## config.mk

```make
export PLATFORM = sky130hd
export DESIGN_NAME = mta_ctrl
export DESIGN_NICKNAME = d
export VERILOG_FILES = /design/src/rtl/core/mesh_tangent_accumulator_assert.svh /design/src/rtl/core/mta_pkg.sv /design/src/rtl/core/mta_ctrl.sv
export SDC_FILE = /design/constraint.sdc
export NUM_CORES = 1
export LEC_CHECK = 0
export ABC_CLOCK_PERIOD_IN_PS = 5000
export BUFFER_PORTS_ARGS = -buffer_cell sky130_fd_sc_hd__buf_4
export CORE_MARGIN = 1.5
export CORE_UTILIZATION = 59
export CTS_BUF_LIST = sky130_fd_sc_hd__clkbuf_8
export CTS_CLUSTER_SIZE = 10
export DETAILED_ROUTE_END_ITERATION = 8
export PLACE_DENSITY = 0.85
export SYNTH_ARGS = -nofsm -noshare
export SYNTH_HDL_FRONTEND = slang
export SYNTH_SLANG_ARGS = --single-unit
```

## constraint.sdc

```tcl
create_clock -name clk -period 5 [get_ports clk]
set_input_delay 1 -clock clk [delete_from_list [all_inputs] [get_ports clk]]
set_output_delay 1 -clock clk [all_outputs]
set_load 0.05 [all_outputs]
```

## src/rtl/core/mesh_tangent_accumulator_assert.svh

```systemverilog
// Assertion macros shared by the mesh tangent accumulator RTL.
`ifndef MESH_TANGENT_ACCUMULATOR_ASSERT_SVH
`define MESH_TANGENT_ACCUMULATOR_ASSERT_SVH

// Same-cycle implication, checked out of reset.
`define MTA_ASSERT_IMPL(label, pre, post) \
  label: assert property (@(posedge clk) disable iff (rst) (pre) |-> (post)) \
    else $error("mesh_tangent_accumulator: check failed");

// Next-cycle implication, checked out of reset.
`define MTA_ASSERT_NEXT(label, pre, post) \
  label: assert property (@(posedge clk) disable iff (rst) (pre) |=> (post)) \
    else $error("mesh_tangent_accumulator: check failed");

`endif

```

## src/rtl/core/mta_pkg.sv

```systemverilog
// Types, constants and helpers shared by the mesh tangent accumulator.
package mta_pkg;

  localparam int VERTEX_COUNT = 1024;
  localparam int IDX_W        = $clog2(VERTEX_COUNT);
  localparam int CNT_W        = (IDX_W > 7) ? IDX_W : 7;
  localparam int DIV_STEPS    = 80;
  localparam int SQRT_STEPS   = 32;

  // command codes
  localparam logic [1:0] CMD_LOAD = 2'd0;
  localparam logic [1:0] CMD_TRI  = 2'd1;
  localparam logic [1:0] CMD_READ = 2'd2;

  // corner / address selects
  localparam logic [1:0] SEL_A   = 2'd0;
  localparam logic [1:0] SEL_B   = 2'd1;
  localparam logic [1:0] SEL_C   = 2'd2;
  localparam logic [1:0] SEL_REQ = 2'd3;

  // multiplier operand selects
  localparam logic [3:0] MS_DU1DV2 = 4'd0;
  localparam logic [3:0] MS_DU2DV1 = 4'd1;
  localparam logic [3:0] MS_DV2E1X = 4'd2;
  localparam logic [3:0] MS_DV1E2X = 4'd3;
  localparam logic [3:0] MS_DV2E1Y = 4'd4;
  localparam logic [3:0] MS_DV1E2Y = 4'd5;
  localparam logic [3:0] MS_DV2E1Z = 4'd6;
  localparam logic [3:0] MS_DV1E2Z = 4'd7;
  localparam logic [3:0] MS_SQX    = 4'd8;
  localparam logic [3:0] MS_SQY    = 4'd9;
  localparam logic [3:0] MS_SQZ    = 4'd10;

  localparam logic signed [31:0] SAT31 = 32'sh7FFF_FFFF;
  localparam logic signed [47:0] SAT48 = 48'sh7FFF_FFFF_FFFF;

  typedef struct packed {
    logic [1:0]         command;
    logic [9:0]         vertex_index;
    logic signed [31:0] pos_x;
    logic signed [31:0] pos_y;
    logic signed [31:0] pos_z;
    logic signed [31:0] tex_u;
    logic signed [31:0] tex_v;
    logic [9:0]         corner_a;
    logic [9:0]         corner_b;
    logic [9:0]         corner_c;
  } in_t;

  typedef struct packed {
    logic [9:0]         read_index;
    logic signed [15:0] tangent_x;
    logic signed [15:0] tangent_y;
    logic signed [15:0] tangent_z;
    logic               degenerate;
  } out_t;

  typedef struct packed {
    logic signed [31:0] pos_x;
    logic signed [31:0] pos_y;
    logic signed [31:0] pos_z;
    logic signed [31:0] tex_u;
    logic signed [31:0] tex_v;
  } vtx_t;

  typedef struct packed {
    logic signed [47:0] x;
    logic signed [47:0] y;
    logic signed [47:0] z;
  } sum_t;

  typedef struct packed {
    logic             req_ld;
    logic             vwr;
    logic             vrd;
    logic [1:0]       vrd_sel;
    logic             vcap;
    logic [1:0]       vcap_sel;
    logic             delta_ld;
    logic             mul_en;
    logic [3:0]       mul_sel;
    logic             acc_en;
    logic [3:0]       acc_sel;
    logic             div_init;
    logic             div_step;
    logic             div_fin;
    logic             div_read;
    logic [1:0]       div_k;
    logic             srd;
    logic [1:0]       srd_sel;
    logic             sum_wr;
    logic [1:0]       sum_wr_sel;
    logic             clr_wr;
    logic [IDX_W-1:0] clr_addr;
    logic             mag_ld;
    logic             norm_shr;
    logic             norm_shl;
    logic             sq_init;
    logic             sq_step;
    logic             res_fire;
  } dp_cmd_t;

  typedef struct packed {
    logic det_zero;
    logic m_zero;
    logic m_hi;
    logic m_lo;
  } dp_stat_t;

  function automatic logic signed [31:0] sat_sub32(input logic signed [31:0] a,
                                                   input logic signed [31:0] b);
    logic signed [32:0] d;
    d = 33'(a) - 33'(b);
    if (d > 33'(SAT31)) return SAT31;
    if (d < -33'(SAT31)) return -SAT31;
    return d[31:0];
  endfunction

  function automatic logic signed [47:0] sat_add48(input logic signed [47:0] a,
                                                   input logic signed [47:0] b);
    logic signed [48:0] s;
    s = 49'(a) + 49'(b);
    if (s > 49'(SAT48)) return SAT48;
    if (s < -49'(SAT48)) return -SAT48;
    return s[47:0];
  endfunction

endpackage

```

## src/rtl/core/mta_ctrl.sv

```systemverilog
// Sequencer for the mesh tangent accumulator.
module mta_ctrl (
  input  logic                  clk,
  input  logic                  rst,
  input  logic                  start,
  input  logic [1:0]            command,
  input  mta_pkg::dp_stat_t     stat,
  output logic                  busy,
  output mta_pkg::dp_cmd_t      cmd
);

  typedef enum logic [17:0] {
    S_CLEAR    = 18'h00001,
    S_IDLE     = 18'h00002,
    S_LOAD     = 18'h00004,
    S_VRD      = 18'h00008,
    S_DELTA    = 18'h00010,
    S_MUL      = 18'h00020,
    S_DIV_INIT = 18'h00040,
    S_DIV      = 18'h00080,
    S_DIV_FIN  = 18'h00100,
    S_SUM_RD   = 18'h00200,
    S_SUM_WR   = 18'h00400,
    S_RD_SUM   = 18'h00800,
    S_RD_CAP   = 18'h01000,
    S_NORM     = 18'h02000,
    S_SQ_MUL   = 18'h04000,
    S_SQ_INIT  = 18'h08000,
    S_SQ       = 18'h10000,
    S_OUT      = 18'h20000
  } state_t;

  state_t                    state, state_next;
  logic [mta_pkg::CNT_W-1:0] cnt, cnt_next;
  logic [1:0]                k, k_next;
  logic                      rd_mode, rd_mode_next;

  assign busy = (state != S_IDLE);

  always_ff @(posedge clk) begin
    if (rst) begin
      state   <= S_CLEAR;
      cnt     <= '0;
      k       <= '0;
      rd_mode <= 1'b0;
    end else begin
      state   <= state_next;
      cnt     <= cnt_next;
      k       <= k_next;
      rd_mode <= rd_mode_next;
    end
  end

  always_comb begin
    state_next   = state;
    cnt_next     = cnt;
    k_next       = k;
    rd_mode_next = rd_mode;
    cmd          = '0;
    cmd.clr_addr   = cnt[mta_pkg::IDX_W-1:0];
    cmd.vrd_sel    = cnt[1:0];
    cmd.vcap_sel   = cnt[1:0] - 2'd1;
    cmd.div_read   = rd_mode;
    cmd.div_k      = k;
    cmd.srd_sel    = k;
    cmd.sum_wr_sel = k;
    cmd.mul_sel    = mta_pkg::MS_DU1DV2 + cnt[3:0];
    cmd.acc_sel    = mta_pkg::MS_DU1DV2 + cnt[3:0] - 4'd1;
    unique case (state)
      S_CLEAR: begin
        cmd.clr_wr = 1'b1;
        if (cnt == mta_pkg::CNT_W'(mta_pkg::VERTEX_COUNT - 1)) begin
          state_next = S_IDLE;
          cnt_next   = '0;
        end else begin
          cnt_next = cnt + 1'b1;
        end
      end
      S_IDLE: begin
        if (start) begin
          cmd.req_ld   = 1'b1;
          cnt_next     = '0;
          k_next       = '0;
          rd_mode_next = 1'b0;
          unique case (command)
            mta_pkg::CMD_LOAD: state_next = S_LOAD;
            mta_pkg::CMD_TRI:  state_next = S_VRD;
            mta_pkg::CMD_READ: begin
              rd_mode_next = 1'b1;
              state_next   = S_RD_SUM;
            end
            default: state_next = S_IDLE;
          endcase
        end
      end
      S_LOAD: begin
        cmd.vwr    = 1'b1;
        state_next = S_IDLE;
      end
      S_VRD: begin
        cmd.vrd  = (cnt != mta_pkg::CNT_W'(3));
        cmd.vcap = (cnt != '0);
        if (cnt == mta_pkg::CNT_W'(3)) state_next = S_DELTA;
        else cnt_next = cnt + 1'b1;
      end
      S_DELTA: begin
        cmd.delta_ld = 1'b1;
        cnt_next     = '0;
        state_next   = S_MUL;
      end
      S_MUL: begin
        cmd.mul_en = (cnt != mta_pkg::CNT_W'(8));
        cmd.acc_en = (cnt != '0);
        if (cnt == mta_pkg::CNT_W'(8)) begin
          k_next     = '0;
          state_next = stat.det_zero ? S_IDLE : S_DIV_INIT;
        end else begin
          cnt_next = cnt + 1'b1;
        end
      end
      S_DIV_INIT: begin
        cmd.div_init = 1'b1;
        cnt_next     = '0;
        state_next   = S_DIV;
      end
      S_DIV: begin
        cmd.div_step = 1'b1;
        if (cnt == mta_pkg::CNT_W'(mta_pkg::DIV_STEPS - 1)) state_next = S_DIV_FIN;
        else cnt_next = cnt + 1'b1;
      end
      S_DIV_FIN: begin
        cmd.div_fin = 1'b1;
        if (k == mta_pkg::SEL_C) begin
          k_next     = '0;
          state_next = rd_mode ? S_OUT : S_SUM_RD;
        end else begin
          k_next     = k + 2'd1;
          state_next = S_DIV_INIT;
        end
      end
      S_SUM_RD: begin
        cmd.srd    = 1'b1;
        state_next = S_SUM_WR;
      end
      S_SUM_WR: begin
        cmd.sum_wr = 1'b1;
        if (k == mta_pkg::SEL_C) begin
          state_next = S_IDLE;
        end else begin
          k_next     = k + 2'd1;
          state_next = S_SUM_RD;
        end
      end
      S_RD_SUM: begin
        cmd.srd     = 1'b1;
        cmd.srd_sel = mta_pkg::SEL_REQ;
        state_next  = S_RD_CAP;
      end
      S_RD_CAP: begin
        cmd.mag_ld = 1'b1;
        state_next = S_NORM;
      end
      S_NORM: begin
        if (stat.m_zero) begin
          state_next = S_OUT;
        end else if (stat.m_hi) begin
          cmd.norm_shr = 1'b1;
        end else if (stat.m_lo) begin
          cmd.norm_shl = 1'b1;
        end else begin
          cnt_next   = '0;
          state_next = S_SQ_MUL;
        end
      end
      S_SQ_MUL: begin
        cmd.mul_sel = mta_pkg::MS_SQX + cnt[3:0];
        cmd.acc_sel = mta_pkg::MS_SQX + cnt[3:0] - 4'd1;
        cmd.mul_en  = (cnt != mta_pkg::CNT_W'(3));
        cmd.acc_en  = (cnt != '0);
        if (cnt == mta_pkg::CNT_W'(3)) state_next = S_SQ_INIT;
        else cnt_next = cnt + 1'b1;
      end
      S_SQ_INIT: begin
        cmd.sq_init = 1'b1;
        cnt_next    = '0;
        state_next  = S_SQ;
      end
      S_SQ: begin
        cmd.sq_step = 1'b1;
        if (cnt == mta_pkg::CNT_W'(mta_pkg::SQRT_STEPS - 1)) begin
          k_next     = '0;
          state_next = S_DIV_INIT;
        end else begin
          cnt_next = cnt + 1'b1;
        end
      end
      S_OUT: begin
        cmd.res_fire = 1'b1;
        state_next   = S_IDLE;
      end
      default: state_next = S_IDLE;
    endcase
  end

endmodule

```

# Word level (Yosys, flattened, before mapping)
# Index checks and enable logic that the tools add are counted.
# word_totals
regBits,31
inputBits,9
out_inout_bits,49
word_cells,127
# classes
addsub,6
eq_ne,46
n_mux,59
reduce_logical,12
# ops
cell,count
$pmux 18 s16,1
$mux 18,12
$mux 10,10
$pmux 10 s8,1
$pmux 12 s3,1
$ne 2x2->1 const B,15
$mux 1,21
$eq 18x1->1 const B,1
$eq 18x10->1 const B,1
$eq 18x11->1 const B,1
$eq 18x12->1 const B,1
$eq 18x13->1 const B,1
$eq 18x14->1 const B,1
$eq 18x15->1 const B,1
$eq 18x16->1 const B,1
$eq 18x17->1 const B,1
$eq 18x18->1 const B,1
$eq 18x2->1 const B,1
$eq 18x3->1 const B,1
$eq 18x4->1 const B,1
$eq 18x5->1 const B,1
$eq 18x6->1 const B,1
$eq 18x7->1 const B,1
$eq 18x8->1 const B,1
31 further kinds,45

# Longest topological paths before layout
# depth
word_depth,4
mapped_depth,9
mapped_depth_nobuf,9

# Worst setup path before layout
# No wires, ideal clock.
# synth_path
path_type,reg2out
start,register state[9]
end,output port cmd[32] in the netlist's numbering
arrival_ns,3.125
required_ns,4.000
slack_ns,0.875
path_stages_with_launch,7
n_path_buf,1
cell_sequence,dfxtp_1 > buf_2 > or4_4 > nor3_1 > nand2_1 > xnor2_1 > xor2_1
# synth_rtl
element,line_no,rtl
"start, declared",mta_ctrl.sv:33,"state_t state, state_next;"
"start signal, assigned",mta_ctrl.sv:47,state <= state_next;
"end, declared",mta_ctrl.sv:9,output mta_pkg::dp_cmd_t cmd

==> qor.csv <==
stage,metric,value,unit
global_routing,busiest_layer,met2,
logic_synthesis,synth.avg_cell_area,7.859,um^2
floorplanning,core_area,0.003633,mm^2
sta,setup_total_negative_slack,0,ps
placed_design,detailedPlace.worstSlack,1780,ps
clocking,clockRootBuffer,sky130_fd_sc_hd__clkbuf_8,
finish,finalNonFillerCells,375,
setup_path,critical_path_peak_fanout,6,
global_routing,grt_antenna_before_repair,0,
setup_path,reg2reg_slack,1810,ps
power,powerDensity,338.3,mW/mm^2
global_routing,grt_util_met3,6.866,%
power,power.leakage,1.117,nW
placed_design,gpl.final_weighted_congestion,0.9808,
floorplanning,die-width,64.18,um
routing,route.antenna.remaining_nets,0,
placed_design,placedInstanceArea,0.002577,mm^2
logic_synthesis,synth_seq_area_share,28.10,%
power,worst_ir_drop_vdd,0.4464,mV
worst_hold_path,hold_class,reg2reg,
placed_design,number_of_input_and_output_port_buffers_inserted,57,
logic_synthesis,synth_top_flop_cell,sky130_fd_sc_hd__dfxtp_1,
clocking,cts.repair.resized,0,
routing,post_drt_wl_per_cell,16.70,um
logic_synthesis,post_synth_inst_count,281,
finish,drive_gt1_share,23.55,%
global_routing,gr-usage-all-layers,31.74,%
finish,syn2layout_area_growth,20.51,%
clocking,cts_tree,yes,
clocking,clock_insertion_delay_at_the_later_pin_of_the_skew_report,290,ps
floorplanning,starting_density_of_the_core,60.78,%
routing,initialDrtViolationCount,258,
sta,timing.final.hold_violations,0,
floorplanning,core.rowCount,22,
setup_path,arrival,2610,ps
sta,report.final.setup_viol,0,
sta,fin_ws,1393,ps
floorplanning,floorplan.die_area,0.004119,mm^2
finish,finalNetCount,341,
setup_path,sequence_of_cells_on_the_critical_path,or4_1 > nor4_1 > nand2_1 > xnor2_1 > xor2_1 > buf_4,
logic_synthesis,yosys_warnings,0,
global_routing,grt_start_max_net_pins,23,
logic_synthesis,mappedNetlistArea,0.002208,mm^2
global_routing,global_route.usage.met2,52.60,%
routing,drt_pre_antenna_iters,5,
routing,dr_total_vias,2338,
logic_synthesis,synth_top_cell_area_share,28.10,%
sta,clock-skew-final,8.485,ps
floorplanning,pin_count,58,
logic_synthesis,synthTopCellsByArea,"sky130_fd_sc_hd__dfxtp_1 28%, sky130_fd_sc_hd__nor2_1 4.9%, sky130_fd_sc_hd__buf_4 3.4%, sky130_fd_sc_hd__ha_1 3.4%, sky130_fd_sc_hd__nor3_1 3.2%",
routing,drt_drc_violations_left,0,
clocking,cts-htree-levels,2,
sta,grt_setup_unrepaired,false,
logic_synthesis,netlist-cell-type-count,52,
setup_path,crit_path_end_kind,output port,
setup_path,timing.critical_path.from,state[0]$_SDFFE_PP1P_,
logic_synthesis,synth_top_cell_by_area,sky130_fd_sc_hd__dfxtp_1,
setup_path,crit-reg2reg-launch,state[8]$_SDFFE_PP0P_,
routing,totalWireLength,6263,um
placed_design,hpwl,4809,um
placed_design,cell_total_after_placement,367,
finish,post-route-cell-area,0.002661,mm^2
logic_synthesis,synth_nets,296,
sta,worst_pin_slew,778.8,ps
setup_path,max_stage_delay,600,ps
sta,post-route-period-util,72.15,%
outcome,run_status,"complete, no violations",
worst_hold_path,hp-start,cnt[9]$_SDFFE_PP0P_,
sta,hold_ws,524.1,ps
global_routing,grt_remaining_overflow,0,
setup_path,critical_path.slowest_cell,sky130_fd_sc_hd__or4_1,
global_routing,grt_first_pass_wirelength,10170,um
setup_path,setup.worst_path.start_class,register,
logic_synthesis,synth_async_sr_flop_share,0,%
setup_path,worst-endpoint-required,4000,ps
finish,antenna_cells,0,
logic_synthesis,synth-edff-count,0,
clocking,numCtsBuffers,5,
logic_synthesis,yosys_register_bits,31,
clocking,ctsLongestPathBuffers,2,
sta,finalMaxSlewViolations,0,
global_routing,globalRouteMet1Util,40.24,%
setup_path,critical_path_class,reg2out,
sta,period_needed,3607,ps
run,max_cap_viol_count,0,
global_routing,first_global_vias,2142,
sta,worst_slew_margin_rel,47.35,%
clocking,numClockSinks,31,
clocking,path_clk_slew,60,ps
sta,max_freq,0.2772,GHz
clocking,post_cts_buffers,0,
floorplanning,die_y,64.18,um
routing,detail_route.vias_per_cell,6.235,
clocking,cts_hold_repair.buffers,0,
-- final cells by class --
type	instances	area (um^2)
Timing Repair Buffer	57	427.9
Inverter	15	56.30
Tap cell	48	60.06
Sequential cell	31	620.6
Multi-Input combinational cell	216	1413
Clock inverter	3	15.01
Fill cell	291	972.2
Clock buffer	5	68.82
-- worst max-delay path: cells and delay by family (launching register included) --
family | cells | cell delay [ps]
xor+xnor | 2 | 450
buf+inv | 1 | 220
flops | 1 | 350
simple gates | 3 | 1290
-- flip-flops by register name, indices dropped and copies added, names as in the netlist --
name and count:
cnt 10, rd_mode 1, state 18, k 2
-- cells in the mapped netlist, types with 8 or more instances --
| cell type | number |
|---|---|
| sky130_fd_sc_hd__a21oi_1 | 11 |
| sky130_fd_sc_hd__and3_1 | 8 |
| sky130_fd_sc_hd__buf_4 | 10 |
| sky130_fd_sc_hd__dfxtp_1 | 31 |
| sky130_fd_sc_hd__inv_1 | 15 |
| sky130_fd_sc_hd__nand2_1 | 17 |
| sky130_fd_sc_hd__nand3_1 | 11 |
| sky130_fd_sc_hd__nand4_1 | 9 |
| sky130_fd_sc_hd__nor2_1 | 29 |
| sky130_fd_sc_hd__nor3_1 | 14 |
| sky130_fd_sc_hd__nor4_1 | 9 |
| sky130_fd_sc_hd__o21ai_0 | 10 |
-- cells in the final DEF (no fill, tap or decap), types with 2 or more instances in the layout --
| cell | Yosys | final |
|---|---|---|
| sky130_fd_sc_hd__buf_4 | 10 | 57 |
| sky130_fd_sc_hd__dfxtp_1 | 31 | 31 |
| sky130_fd_sc_hd__nor2_1 | 29 | 29 |
| sky130_fd_sc_hd__nand2_1 | 17 | 17 |
| sky130_fd_sc_hd__inv_1 | 15 | 15 |
| sky130_fd_sc_hd__nor3_1 | 14 | 14 |
| sky130_fd_sc_hd__nand3_1 | 11 | 11 |
| sky130_fd_sc_hd__a21oi_1 | 11 | 11 |
| sky130_fd_sc_hd__o21ai_0 | 10 | 10 |
| sky130_fd_sc_hd__nand4_1 | 9 | 9 |
| sky130_fd_sc_hd__nor4_1 | 9 | 9 |
| sky130_fd_sc_hd__and3_1 | 8 | 8 |
| sky130_fd_sc_hd__or4_1 | 7 | 7 |
| sky130_fd_sc_hd__nor3b_1 | 7 | 7 |
| sky130_fd_sc_hd__and2_1 | 6 | 6 |
| sky130_fd_sc_hd__ha_1 | 6 | 6 |
| sky130_fd_sc_hd__mux2i_1 | 5 | 5 |
| sky130_fd_sc_hd__a32o_1 | 5 | 5 |
| sky130_fd_sc_hd__or2_2 | 5 | 5 |
| sky130_fd_sc_hd__nor4b_1 | 5 | 5 |
| sky130_fd_sc_hd__clkbuf_8 | 0 | 5 |
| sky130_fd_sc_hd__nand3b_1 | 4 | 4 |
| sky130_fd_sc_hd__nor2b_1 | 4 | 4 |
| sky130_fd_sc_hd__xor2_1 | 3 | 3 |
| sky130_fd_sc_hd__o22ai_1 | 3 | 3 |
| sky130_fd_sc_hd__xnor2_1 | 3 | 3 |
| sky130_fd_sc_hd__o2bb2ai_1 | 3 | 3 |
| sky130_fd_sc_hd__nor4bb_1 | 3 | 3 |
| sky130_fd_sc_hd__nor4_2 | 3 | 3 |
| sky130_fd_sc_hd__or3_1 | 3 | 3 |
| sky130_fd_sc_hd__clkinv_2 | 0 | 3 |
| sky130_fd_sc_hd__nand4b_1 | 2 | 2 |
| sky130_fd_sc_hd__a22o_1 | 2 | 2 |
| sky130_fd_sc_hd__a32oi_1 | 2 | 2 |
| sky130_fd_sc_hd__nand2b_1 | 2 | 2 |
-- power breakdown --
| group | leakage, nW | total, W | switching (W) | internal [W] |
|---|---|---|---|---|
| logic | 0.819 | 0.000427 | 0.000307 | 0.000120 |
| clock network | 0.0477 | 0.000191 | 0.0000959 | 0.0000950 |
| registers | 0.250 | 0.000283 | 0.0000241 | 0.000258 |
| total | 1.12 | 0.000900 | 0.000427 | 0.000474 |
-- layer usage --
metal  part of all wire [%]  vias up
li1                       -     1122
met1                     41     1061
met2                     48      133
met3                    8.1       22
met4                    3.0        0
met5                      0        -
-- path summary, 6_finish.rpt --
check / to / cells after the start
hold reg to reg: cnt[9]$_SDFFE_PP0P_ / 2
setup / recovery: cmd[32] / 6
hold / removal: cnt[9]$_SDFFE_PP0P_ / 2
setup reg to reg: cnt[6]$_SDFFE_PP0P_ / 7
-- metrics by stage --
stage / utilization (%) / power [W]
4_1_cts: 73.24 / 0.0009011
2_1_floorplan: - / 0.0006199
3_5_place_dp: 70.94 / 0.0007131
6_report: 73.24 / 0.0009004
3_3_place_gp: 70.94 / 0.0007095
5_1_grt: 73.24 / 0.0009396
-- kinds of logic (layout without fill, tap and decap cells) --
logic type,count (synthesis),in the layout,share of synthesized area [%]
AO/OA/AOI/OAI,46,46,14.85
XOR/XNOR,6,6,2.380
adder cells (fa/ha/maj),6,6,3.399
buffers and inverters,34,80,7.932
flip-flops,31,31,28.10
multiplexers,5,5,2.266
AND/OR/NAND/NOR,153,153,41.08
Power figures use the tool's default switching activity.
